[config.mk]
export PLATFORM = sky130hd
export DESIGN_NAME = resource_allocation_ie_parser
export DESIGN_NICKNAME = d
export VERILOG_FILES = /design/src/hdl/rai_pkg.sv /design/src/hdl/resource_allocation_ie_parser.sv
export SDC_FILE = /design/constraint.sdc
export NUM_CORES = 1
export LEC_CHECK = 0
export ABC_AREA = 1
export BUFFER_PORTS_ARGS = -buffer_cell sky130_fd_sc_hd__buf_2
export CAP_MARGIN = 5
export CORE_ASPECT_RATIO = 0.6
export CORE_UTILIZATION = 44
export CTS_CLUSTER_DIAMETER = 200
export DETAILED_ROUTE_END_ITERATION = 7
export PLACE_DENSITY = 0.77
export SLEW_MARGIN = 20
export SYNTH_ARGS = -nofsm -noshare
export SYNTH_HDL_FRONTEND = slang
export SYNTH_SLANG_ARGS = --single-unit
[constraint.sdc]
create_clock -name i_clk -period 3.77 [get_ports i_clk]
set_input_delay 0.5655 -clock i_clk [delete_from_list [all_inputs] [get_ports i_clk]]
set_output_delay 0.5655 -clock i_clk [all_outputs]
set_load 0.01 [all_outputs]
[src/hdl/rai_pkg.sv]
`timescale 1ns / 1ps
// ----------------------------------------------------------------------------
// rai_pkg
// shared types and constants of the resource allocation ie parser
// ----------------------------------------------------------------------------
package rai_pkg;

    // kind of a decoded field
    typedef enum logic [3:0] {
        KIND_HEADER   = 4'd0,
        KIND_DL_START = 4'd1,
        KIND_DL_LEN   = 4'd2,
        KIND_UL_START = 4'd3,
        KIND_UL_LEN   = 4'd4,
        KIND_SHORT_ID = 4'd5,
        KIND_REP      = 4'd6,
        KIND_VALIDITY = 4'd7,
        KIND_SFN      = 4'd8,
        KIND_CHANNEL  = 4'd9,
        KIND_FAILURE  = 4'd10
    } t_field_kind;

    // per-item status
    typedef enum logic [1:0] {
        STAT_OK       = 2'd0,
        STAT_RESERVED = 2'd1,
        STAT_INVALID  = 2'd2
    } t_status;

    // configuration register indexes
    typedef enum logic [1:0] {
        REG_WIDE_SUBSLOT = 2'd0,
        REG_CHANNEL_MIN  = 2'd1,
        REG_CHANNEL_MAX  = 2'd2
    } t_reg_idx;

    localparam int          CHANNEL_W       = 13;
    localparam int          FAILURE_W       = 4;
    localparam logic [2:0]  REPEAT_MAX      = 3'd4;
    localparam logic [3:0]  PHASE_IDLE      = 4'd0;
    localparam logic [3:0]  PHASE_SECOND    = 4'd1;
    localparam logic [3:0]  PHASE_FIRST_FLD = 4'd2;
    localparam logic [3:0]  PHASE_LAST_FLD  = 4'd11;
    localparam int          OUT_TDATA_W     = 24;

    // tdata bit positions of the result channel
    localparam int          OUT_STATUS_LSB  = 16;

endpackage

[src/hdl/resource_allocation_ie_parser.sv]
`timescale 1ns / 1ps
// ----------------------------------------------------------------------------
// resource_allocation_ie_parser
// octet-serial parser of a resource allocation information element
// ----------------------------------------------------------------------------
// The parser takes one octet of the element per clock cycle on the slave
// stream (tuser high marks octet 0 and resynchronizes) and emits one item per
// decoded field on the master stream: the header once octet 1 is known (at
// octet 0 for a release all), then every optional field that the header
// flags announce, the last one with tlast set. An octet is decoded in the
// cycle it is accepted and the result lands in the output register, so the
// sustained rate is one octet per cycle while the output does not stall; the
// output register takes a new result in the same cycle that its waiting item
// leaves, and a stalled, full output register holds the input back, even for
// octets that would produce no item. Octets that complete no field (octet 0
// but for a release all, the high octet of a two-octet field) give no item.
// Registers: 0x0 wide subslot numbering (start subslots take two octets), 0x4
// channel_min, 0x8 channel_max; write them only while no element is in flight.
// ----------------------------------------------------------------------------
module resource_allocation_ie_parser
    import rai_pkg::*;
(
    input  logic        i_clk,
    input  logic        i_rst_n,

    // octet input
    input  logic        i_s_tvalid,
    output logic        o_s_tready,
    input  logic [7:0]  i_s_tdata,      // in_byte[7:0]
    input  logic        i_s_tuser,      // ie_start[0]

    // decoded field output
    output logic        o_m_tvalid,
    input  logic        i_m_tready,
    output logic [23:0] o_m_tdata,      // field_value[15:0], status[17:16], zero
    output logic [3:0]  o_m_tuser,      // field_kind[3:0]
    output logic        o_m_tlast,      // last

    // configuration
    input  logic        psel,
    input  logic        penable,
    input  logic        pwrite,
    input  logic [3:0]  paddr,
    input  logic [31:0] pwdata,
    output logic [31:0] prdata,
    output logic        pready
);

    // configuration registers
    logic                 r_wide;
    logic [CHANNEL_W-1:0] r_ch_min;
    logic [CHANNEL_W-1:0] r_ch_max;

    // parser state
    logic [3:0] r_phase, n_phase;
    logic [7:0] r_header, n_header;
    logic [1:0] r_flags, n_flags;
    logic       r_hi_pend, n_hi_pend;
    logic [7:0] r_partial, n_partial;
    logic       r_invalid, n_invalid;

    // output register
    logic        r_out_valid;
    t_field_kind r_kind, n_kind;
    logic [15:0] r_value, n_value;
    t_status     r_status, n_status;
    logic        r_last, n_last;
    logic        n_emit;

    logic       w_in_acc;
    logic       w_out_acc;
    logic       w_cfg_wr;
    t_reg_idx   w_reg;
    logic [3:0] w_kind;
    logic [3:0] w_next;
    logic       w_two;
    logic [15:0] w_val;

    // is field kind k announced by the header and octet 1 flags
    function automatic logic kind_present(input logic [3:0] k, input logic [7:0] h,
                                          input logic [1:0] f);
        logic p;
        case (k)
            KIND_DL_START, KIND_DL_LEN: p = h[6];
            KIND_UL_START, KIND_UL_LEN: p = h[7];
            KIND_SHORT_ID:              p = h[4];
            KIND_REP, KIND_VALIDITY:    p = (h[3:1] != 3'd0);
            KIND_SFN:                   p = h[0];
            KIND_CHANNEL:               p = f[1];
            KIND_FAILURE:               p = f[0];
            default:                    p = 1'b0;
        endcase
        return p;
    endfunction

    // first announced kind after k, zero when the element ends
    function automatic logic [3:0] next_kind(input logic [3:0] k, input logic [7:0] h,
                                             input logic [1:0] f);
        logic [3:0] n;
        logic [3:0] c;
        n = 4'd0;
        for (int i = KIND_FAILURE; i >= KIND_DL_START; i--) begin
            c = 4'(i);
            if (c > k && kind_present(c, h, f)) begin
                n = c;
            end
        end
        return n;
    endfunction

    // handshakes
    assign w_in_acc   = i_s_tvalid && o_s_tready;
    assign w_out_acc  = r_out_valid && i_m_tready;
    assign o_s_tready = !r_out_valid || i_m_tready;

    assign o_m_tvalid = r_out_valid;
    assign o_m_tuser  = r_kind;
    assign o_m_tlast  = r_last;
    assign o_m_tdata  = {{(OUT_TDATA_W - OUT_STATUS_LSB - 2){1'b0}}, r_status, r_value};

    // configuration port
    assign pready   = 1'b1;
    assign w_cfg_wr = psel && penable && pwrite && pready;
    assign w_reg    = t_reg_idx'(paddr[3:2]);

    always_comb begin
        case (w_reg)
            REG_WIDE_SUBSLOT: prdata = {31'd0, r_wide};
            REG_CHANNEL_MIN:  prdata = {{(32 - CHANNEL_W){1'b0}}, r_ch_min};
            REG_CHANNEL_MAX:  prdata = {{(32 - CHANNEL_W){1'b0}}, r_ch_max};
            default:          prdata = 32'd0;
        endcase
    end

    always_ff @(posedge i_clk) begin
        if (!i_rst_n) begin
            r_wide   <= 1'b0;
            r_ch_min <= '0;
            r_ch_max <= '1;
        end else if (w_cfg_wr) begin
            case (w_reg)
                REG_WIDE_SUBSLOT: r_wide   <= pwdata[0];
                REG_CHANNEL_MIN:  r_ch_min <= pwdata[CHANNEL_W-1:0];
                REG_CHANNEL_MAX:  r_ch_max <= pwdata[CHANNEL_W-1:0];
                default: ;
            endcase
        end
    end

    // kind of the field being collected
    assign w_kind = r_phase - 4'd1;
    assign w_two  = (w_kind == KIND_SHORT_ID) || (w_kind == KIND_CHANNEL) ||
                    (((w_kind == KIND_DL_START) || (w_kind == KIND_UL_START)) && r_wide);
    assign w_val  = r_hi_pend ? {r_partial, i_s_tdata} : {8'd0, i_s_tdata};

    // decode of one octet
    always_comb begin
        n_phase   = r_phase;
        n_header  = r_header;
        n_flags   = r_flags;
        n_hi_pend = r_hi_pend;
        n_partial = r_partial;
        n_invalid = r_invalid;
        n_emit    = 1'b0;
        n_kind    = KIND_HEADER;
        n_value   = 16'd0;
        n_status  = STAT_OK;
        n_last    = 1'b0;
        w_next    = 4'd0;

        if (i_s_tuser || r_phase == PHASE_IDLE) begin
            // octet 0, a new element
            n_header  = i_s_tdata;
            n_flags   = 2'd0;
            n_hi_pend = 1'b0;
            n_partial = 8'd0;
            n_invalid = 1'b0;
            if (i_s_tdata[7:6] == 2'd0) begin
                // release all: header alone ends the element
                n_phase = PHASE_IDLE;
                n_emit  = 1'b1;
                n_value = {8'd0, i_s_tdata};
                n_last  = 1'b1;
            end else begin
                n_phase = PHASE_SECOND;
            end
        end else if (r_phase == PHASE_SECOND) begin
            // octet 1 completes the header
            n_flags = i_s_tdata[7:6];
            n_emit  = 1'b1;
            n_value = {6'd0, i_s_tdata[7:6], r_header};
            if (r_header[3:1] > REPEAT_MAX) begin
                n_phase  = PHASE_IDLE;
                n_status = STAT_RESERVED;
                n_last   = 1'b1;
            end else begin
                w_next  = next_kind(KIND_HEADER, r_header, i_s_tdata[7:6]);
                n_phase = (w_next == 4'd0) ? PHASE_IDLE : w_next + 4'd1;
                n_last  = (w_next == 4'd0);
            end
        end else if (!(r_phase inside {[PHASE_FIRST_FLD:PHASE_LAST_FLD]})) begin
            // unused phase codes drop back to idle
            n_phase   = PHASE_IDLE;
            n_hi_pend = 1'b0;
        end else if (!r_hi_pend && w_two) begin
            // high octet of a two-octet field
            n_partial = i_s_tdata;
            n_hi_pend = 1'b1;
        end else begin
            n_hi_pend = 1'b0;
            n_emit    = 1'b1;
            n_kind    = t_field_kind'(w_kind);
            n_value   = w_val;
            if (w_kind == KIND_REP && w_val == 16'd0) begin
                n_invalid = 1'b1;
            end
            if (w_kind == KIND_CHANNEL) begin
                n_value = {{(16 - CHANNEL_W){1'b0}}, w_val[CHANNEL_W-1:0]};
                if (w_val[CHANNEL_W-1:0] < r_ch_min || w_val[CHANNEL_W-1:0] > r_ch_max) begin
                    n_invalid = 1'b1;
                end
            end
            if (w_kind == KIND_FAILURE) begin
                n_value = {{(16 - FAILURE_W){1'b0}}, w_val[FAILURE_W-1:0]};
            end
            n_status = n_invalid ? STAT_INVALID : STAT_OK;
            w_next   = next_kind(w_kind, r_header, r_flags);
            n_phase  = (w_next == 4'd0) ? PHASE_IDLE : w_next + 4'd1;
            n_last   = (w_next == 4'd0);
        end
    end

    // parser state
    always_ff @(posedge i_clk) begin
        if (!i_rst_n) begin
            r_phase   <= PHASE_IDLE;
            r_header  <= 8'd0;
            r_flags   <= 2'd0;
            r_hi_pend <= 1'b0;
            r_partial <= 8'd0;
            r_invalid <= 1'b0;
        end else if (w_in_acc) begin
            r_phase   <= n_phase;
            r_header  <= n_header;
            r_flags   <= n_flags;
            r_hi_pend <= n_hi_pend;
            r_partial <= n_partial;
            r_invalid <= n_invalid;
        end
    end

    // output register valid
    always_ff @(posedge i_clk) begin
        if (!i_rst_n) begin
            r_out_valid <= 1'b0;
        end else if (w_in_acc) begin
            r_out_valid <= n_emit;
        end else if (w_out_acc) begin
            r_out_valid <= 1'b0;
        end
    end

    // output payload, loaded only with a new item
    always_ff @(posedge i_clk) begin
        if (w_in_acc && n_emit) begin
            r_kind   <= n_kind;
            r_value  <= n_value;
            r_status <= n_status;
            r_last   <= n_last;
        end
    end

endmodule

==> results of run 1 <==
## logic make-up (layout without fill, tap and decap cells)
group | Yosys count | count (layout) | synth area share [%]
compound gates | 144 | 144 | 18.3
other cells | 2 | 26 | 0.165
simple gates | 216 | 216 | 20.9
buf+inv | 131 | 179 | 12.9
fa+ha+maj | 34 | 34 | 9.33
xor+xnor | 2 | 2 | 0.384
flops | 75 | 75 | 38.0
## cells in the final DEF (no fill, tap or decap), types with 2 or more instances in the layout
cell | synthesis | layout
o22ai_1 | 15 | 15
dfxtp_1 | 52 | 52
o21ai_0 | 46 | 46
edfxtp_1 | 23 | 23
clkbuf_16 | 0 | 9
buf_4 | 26 | 3
conb_1 | 2 | 26
clkinv_2 | 0 | 2
ha_1 | 34 | 34
o211ai_1 | 15 | 15
inv_1 | 87 | 87
nor2_4 | 2 | 2
buf_2 | 0 | 68
clkinv_1 | 1 | 2
nor3_1 | 9 | 9
nor2_1 | 46 | 46
nor2_2 | 5 | 5
clkinv_4 | 0 | 2
nand3_1 | 23 | 23
nor4_1 | 2 | 2
nand4_1 | 4 | 4
nand2_4 | 2 | 2
nand2_1 | 114 | 114
o31ai_1 | 4 | 4
a21oi_1 | 55 | 55
inv_2 | 4 | 4
nand2_2 | 6 | 6
## area by class of cell
cell class	count	share of cell area (%)
well taps	135	3.23
inverters	92	6.60
multi-input cells	422	44.5
flip-flops and latches	75	33.1
clock inverters	7	1.32
clock buffers	9	4.31
repair buffers	71	6.94
## path summary, 6_finish.rpt
kind / from / endpoint / slack [ns] / depth (start not counted)
worst max-delay path: r_phase[0] / o_m_tlast / 0.67 / 18
worst min-delay path: pwdata[9] / r_ch_max[9] / 0.46 / 3
worst max register to register: r_phase[0] / o_m_tlast / 0.67 / 18
worst min register to register: r_partial[6] / r_partial[6] / 0.47 / 2
## where the power goes
group          total (mW)  internal [mW]  switching, mW  leakage [nW]
logic               0.504          0.156          0.348          1.72
registers           0.908          0.881         0.0273         0.643
clock network       0.850          0.510          0.340         0.143
total                2.26           1.55          0.715          2.51
## flip-flops by register name, indices dropped and copies added, names as in the netlist, 2 cells and up
signal / count
r_value: 16
r_ch_max: 13
r_ch_min: 13
r_header: 8
r_partial: 8
o_m_tuser: 4
r_phase: 4
r_flags: 2
r_status: 2
## per-layer routing
metal	vias up	track usage [%]	wire length, µm
li1	2097	-	-
met1	1944	35.1	6190
met2	185	32.0	4570
met3	9	4.87	911
met4	0	5.34	85
met5	-	0	0
## through the flow
stage	std cells	hold WS (ns)	total power, mW	cell area, µm²
finish	811	0.455	2.26	5230
CTS	811	0.453	2.26	5230
floorplan	628	0.441	1.28	4650
global placement	795	0.448	1.40	4940
global route	811	0.462	2.37	5230
detailed placement	795	0.457	1.41	4940
## worst max-delay path, cell delays in order, from the launching register on
cell and delay (ns):
dfxtp_1 0.53, inv_1 0.23, ha_1 0.32, inv_1 0.11, nand2_1 0.08, nand2_2 0.14, nand2_1 0.09, o21ai_0 0.25
nand2_1 0.15, inv_1 0.07, nand2_1 0.08, a21oi_1 0.13, nor2_1 0.09, inv_1 0.06, ha_1 0.13, nand2_1 0.05
nor2_1 0.18, nand2_1 0.07, o211ai_1 0.14
==> impl_metrics.env, run 1 <==
export IMPL_post_synth_top_count_cell="nand2_1"
export IMPL_synth_largest_area_cell="dfxtp_1"
export IMPL_grt_pass1_wl_mm=18.9
export IMPL_yosys_warnings=0
export IMPL_outcome="finished clean"
export IMPL_multi_input_area_mm2=0.00233
export IMPL_initial_core_util_pct=45.8
export IMPL_drive_above_1_share_pct=16.7
export IMPL_dp_hpwl_mm=9.21
export IMPL_cp_required_ns=3.91
export IMPL_slew_limit_headroom_pct=52.5
export IMPL_ys_async_sr_fraction_pct=0
export IMPL_port_buffers=68
export IMPL_synth_ff_type="dfxtp_1"
export IMPL_cts_sinks=75
export IMPL_clk_latency_ns=0.34
export IMPL_clockBufferDepth=2
export IMPL_io_pins=116
export IMPL_diodes=0
export IMPL_wire_per_inst_um=14.5
export IMPL_grt_overflow_total=0
export IMPL_drt_iter0_markers=361
export IMPL_die_h_um=80.8
export IMPL_ir_worst_vdd_uv=253
export IMPL_cts_max_level=3
export IMPL_synth_top_area_share_pct=22.8
export IMPL_area_growth_syn_to_layout_pct=14.7
export IMPL_clk_pin_slew_ns=0.06
export IMPL_gp_congestion=0.913
export IMPL_cts_tree="yes"
export IMPL_track_usage_pct=22.9
export IMPL_hold_viol=0
export IMPL_ys_seq_area_share_pct=38.0
export IMPL_finalClockSkew_ns=0.00906
export IMPL_finalSetupViolations=0
export IMPL_cts_hold_buf=0
export IMPL_layout_setup_ws_ns=0.671
export IMPL_synth_edf_count=23
export IMPL_grt_pass1_vias=3743
export IMPL_synth_common_cells="114 x nand2_1, 87 x inv_1, 55 x a21oi_1, 52 x dfxtp_1"
export IMPL_drc=0
export IMPL_ff_latch_area_mm2=0.00173
export IMPL_cp_max_fo=9
export IMPL_ys_types=38
export IMPL_final_setup_tns_ns=0
export IMPL_rows=28
export IMPL_antenna_found_initial=0
export IMPL_core_mm2=0.00995
export IMPL_cts_resized=0
export IMPL_ctsRootBufferMaster="clkbuf_16"
export IMPL_fin_nets=757
export IMPL_clock_fmax_mhz=323
export IMPL_synth_area_mm2=0.00456
export IMPL_postRouteAntennaNets=0
export IMPL_period_needed_ns=3.10
export IMPL_cts_setup_buffers=0
export IMPL_synth_cells=604
export IMPL_vias=4235
export IMPL_post_place_ws_ns=0.825
export IMPL_numCtsBuffers=9
export IMPL_drt_total_wl_mm=11.8
export IMPL_critPathCaptureType="register"
export IMPL_path_class="reg2reg"
export IMPL_worst_ep_arrival_time_ns=3.24
export IMPL_finalMaxSlewViolations=0
export IMPL_powerDensity_mw_per_mm2=432
export IMPL_viasPerCell=5.22
export IMPL_leakage_nw=2.51
export IMPL_grt_setup_unrepaired="no"
export IMPL_netlist_top_cells_area="dfxtp_1 23%, edfxtp_1 15%, nand2_1 9.4%"
export IMPL_start_kind="register"
export IMPL_synth_seq_cells=75
export IMPL_die_w_um=133
export IMPL_grt_max_degree=42
export IMPL_layout_worst_path_cycle_share_pct=82.2
export IMPL_fillers=959
export IMPL_synth_area_per_cell_um2=7.55
export IMPL_die_area_mm2=0.0108
export IMPL_worstMarginPinSlew_ns=0.709
export IMPL_final_core_util_pct=52.6
export IMPL_maxCapViolations=0
export IMPL_dr_pass1_iters=5
export IMPL_hp_class="in2reg"
(Power assumes the default switching activity.)
==> run 2, diff against run 1 <==
==> constraint.sdc (replaced) <==
create_clock -name i_clk -period 2.9 [get_ports i_clk]
set_input_delay 0.435 -clock i_clk [delete_from_list [all_inputs] [get_ports i_clk]]
set_output_delay 0.435 -clock i_clk [all_outputs]
set_load 0.01 [all_outputs]
==> impl_metrics.env, run 2 (synthesis gave the netlist of run 1 again) <==
export IMPL_cts_tree="yes"
export IMPL_hold_depth=3
export IMPL_diodes=0
export IMPL_path_class="reg2reg"
export IMPL_reg2regPathDepth=18
export IMPL_wire_per_inst_um=14.3
export IMPL_hp_class="in2reg"
export IMPL_largest_register="r_value"
export IMPL_timing_rr_start="r_phase[1]"
export IMPL_reg_top3="r_value: 16 flops, r_ch_max: 13 flops, r_ch_min: 13 flops"
export IMPL_drt_iter0_markers=457
export IMPL_worst_ep_arrival_time_ns=2.90
export IMPL_clockBufferDepth=2
export IMPL_dr_pass1_iters=5
export IMPL_clk_pin_slew_ns=0.06
export IMPL_cts_max_level=3
export IMPL_vias=4234
export IMPL_min_from="pwdata[7]"
export IMPL_layout_commonest_cell="nand2_1"
export IMPL_drive_above_1_share_pct=18.1
export IMPL_die_h_um=80.8
export IMPL_finalSetupViolations=0
export IMPL_grt_pass1_wl_mm=18.8
export IMPL_largest_register_ffs=16
export IMPL_dp_cells=803
export IMPL_grt_setup_unrepaired="no"
export IMPL_grt_pass1_vias=3708
export IMPL_worstMarginPinSlew_ns=0.732
export IMPL_die_area_mm2=0.0108
export IMPL_track_usage_pct=22.8
export IMPL_start_kind="register"
export IMPL_viasPerCell=5.17
export IMPL_layout_common_cells="114 x nand2_1, 87 x inv_1, 68 x buf_2"
export IMPL_area_growth_syn_to_layout_pct=16.4
export IMPL_period_needed_ns=2.69
export IMPL_cp_required_ns=3.12
export IMPL_cts_sinks=75
export IMPL_rrSetupSlack_ns=0.21
export IMPL_grt_overflow_total=0
export IMPL_die_w_um=133
export IMPL_numCtsBuffers=9
export IMPL_powerDensity_mw_per_mm2=561
export IMPL_cp_max_fo=7
export IMPL_initial_core_util_pct=45.8
export IMPL_port_buffers=68
export IMPL_cts_setup_buffers=0
export IMPL_grt_max_degree=42
export IMPL_multi_input_area_mm2=0.00234
export IMPL_drt_total_wl_mm=11.7
export IMPL_holdWs_ns=0.328
export IMPL_fin_cells=819
export IMPL_ff_latch_area_mm2=0.00173
export IMPL_rr_endpoint="r_phase[1]"
export IMPL_ir_worst_vdd_uv=319
export IMPL_finalClockSkew_ns=0.0134
export IMPL_core_mm2=0.00995
export IMPL_gp_congestion=0.916
export IMPL_critPathCaptureType="register"
export IMPL_leakage_nw=2.55
export IMPL_fillers=964
export IMPL_slew_limit_headroom_pct=51.0
export IMPL_finalMaxSlewViolations=0
export IMPL_hold_viol=0
export IMPL_cts_hold_buf=0
export IMPL_ctsRootBufferMaster="clkbuf_16"
export IMPL_io_pins=116
export IMPL_clock_fmax_mhz=372
export IMPL_antenna_found_initial=0
export IMPL_fin_nets=765
export IMPL_drc=0
export IMPL_layout_worst_path_cycle_share_pct=92.6
export IMPL_min_to="r_ch_max[7]"
export IMPL_maxCapViolations=0
export IMPL_final_setup_tns_ns=0
export IMPL_rows=28
export IMPL_postRouteAntennaNets=0
export IMPL_clk_latency_ns=0.35
export IMPL_dp_hpwl_mm=9.09
export IMPL_outcome="finished clean"
run 2: changes by cell type in the layout (fill, tap and decap cells not counted), sizes merged:
cell,previous run,this run
clkinv,6,5
buf,71,79
clkinvlp,1,2
run 2: worst max-delay path by stage:
stage / from / endpoint / slack, ns / depth (start not counted)
after floorplan: r_phase[0] / o_m_tlast / 0.34 / 13
after global placement: r_phase[1] / r_phase[1] / 0.19 / 16
after detailed placement: r_phase[1] / r_phase[1] / 0.16 / 16
after CTS: r_phase[1] / r_phase[1] / 0.15 / 16
after global routing: r_phase[1] / r_phase[1] / 0.0007 / 18
final: r_phase[1] / r_phase[1] / 0.21 / 18
run 2: cell type report:
| cell class | count | area share (%) |
|---|---|---|
| clock inverter | 7 | 1.30 |
| tap | 135 | 3.18 |
| sequential | 75 | 32.7 |
| clock buffer | 9 | 4.25 |
| inverter | 92 | 6.51 |
| multi-input combinational | 422 | 44.1 |
| timing repair buffer | 79 | 7.97 |
run 2: power by group:
group	switching [mW]	internal, mW	total (mW)	leakage [nW]
sequential	0.0324	1.15	1.18	0.643
clock	0.454	0.662	1.12	0.141
combinational	0.453	0.227	0.680	1.76
total	0.940	2.03	2.97	2.55
run 2: worst max-delay path: stages, from the launching register on:
cell and delay (ns):
dfxtp_2 0.39, inv_1 0.13, ha_1 0.21, buf_4 0.15, nand2_2 0.09, nand2_2 0.09, nand2_1 0.09, o21ai_0 0.12
nand2_1 0.13, inv_1 0.04, nand2_1 0.09, a21oi_1 0.07, nor2_1 0.17, inv_1 0.07, ha_1 0.29, nand2_1 0.08
nand2_1 0.06, o21ai_0 0.23, a21oi_1 0.06
run 2: through the flow:
step	power, mW	util [%]	setup WS (ns)	cell area [µm²]
floorplan	1.66	-	0.337	4650
global placement	1.84	50.2	0.186	5000
detailed placement	1.85	50.2	0.164	5000
CTS	2.97	53.2	0.150	5290
global route	3.11	53.3	0.000719	5300
finish	2.97	53.3	0.215	5300
run 2: repair_timing:
item / 4_1_cts / 5_1_grt
setup endpoints to repair: 0 / 5
resized for setup: 0 / 2
endpoints found under the hold margin: 0 / 0
run 2: per-layer routing:
metal / up-vias / wire [µm] / global-route usage, %
met5: - / 0 / 0
met4: 0 / 101 / 5.68
met3: 9 / 1160 / 6.62
met2: 207 / 4460 / 32.0
met1: 1917 / 5990 / 33.6
li1: 2101 / - / -
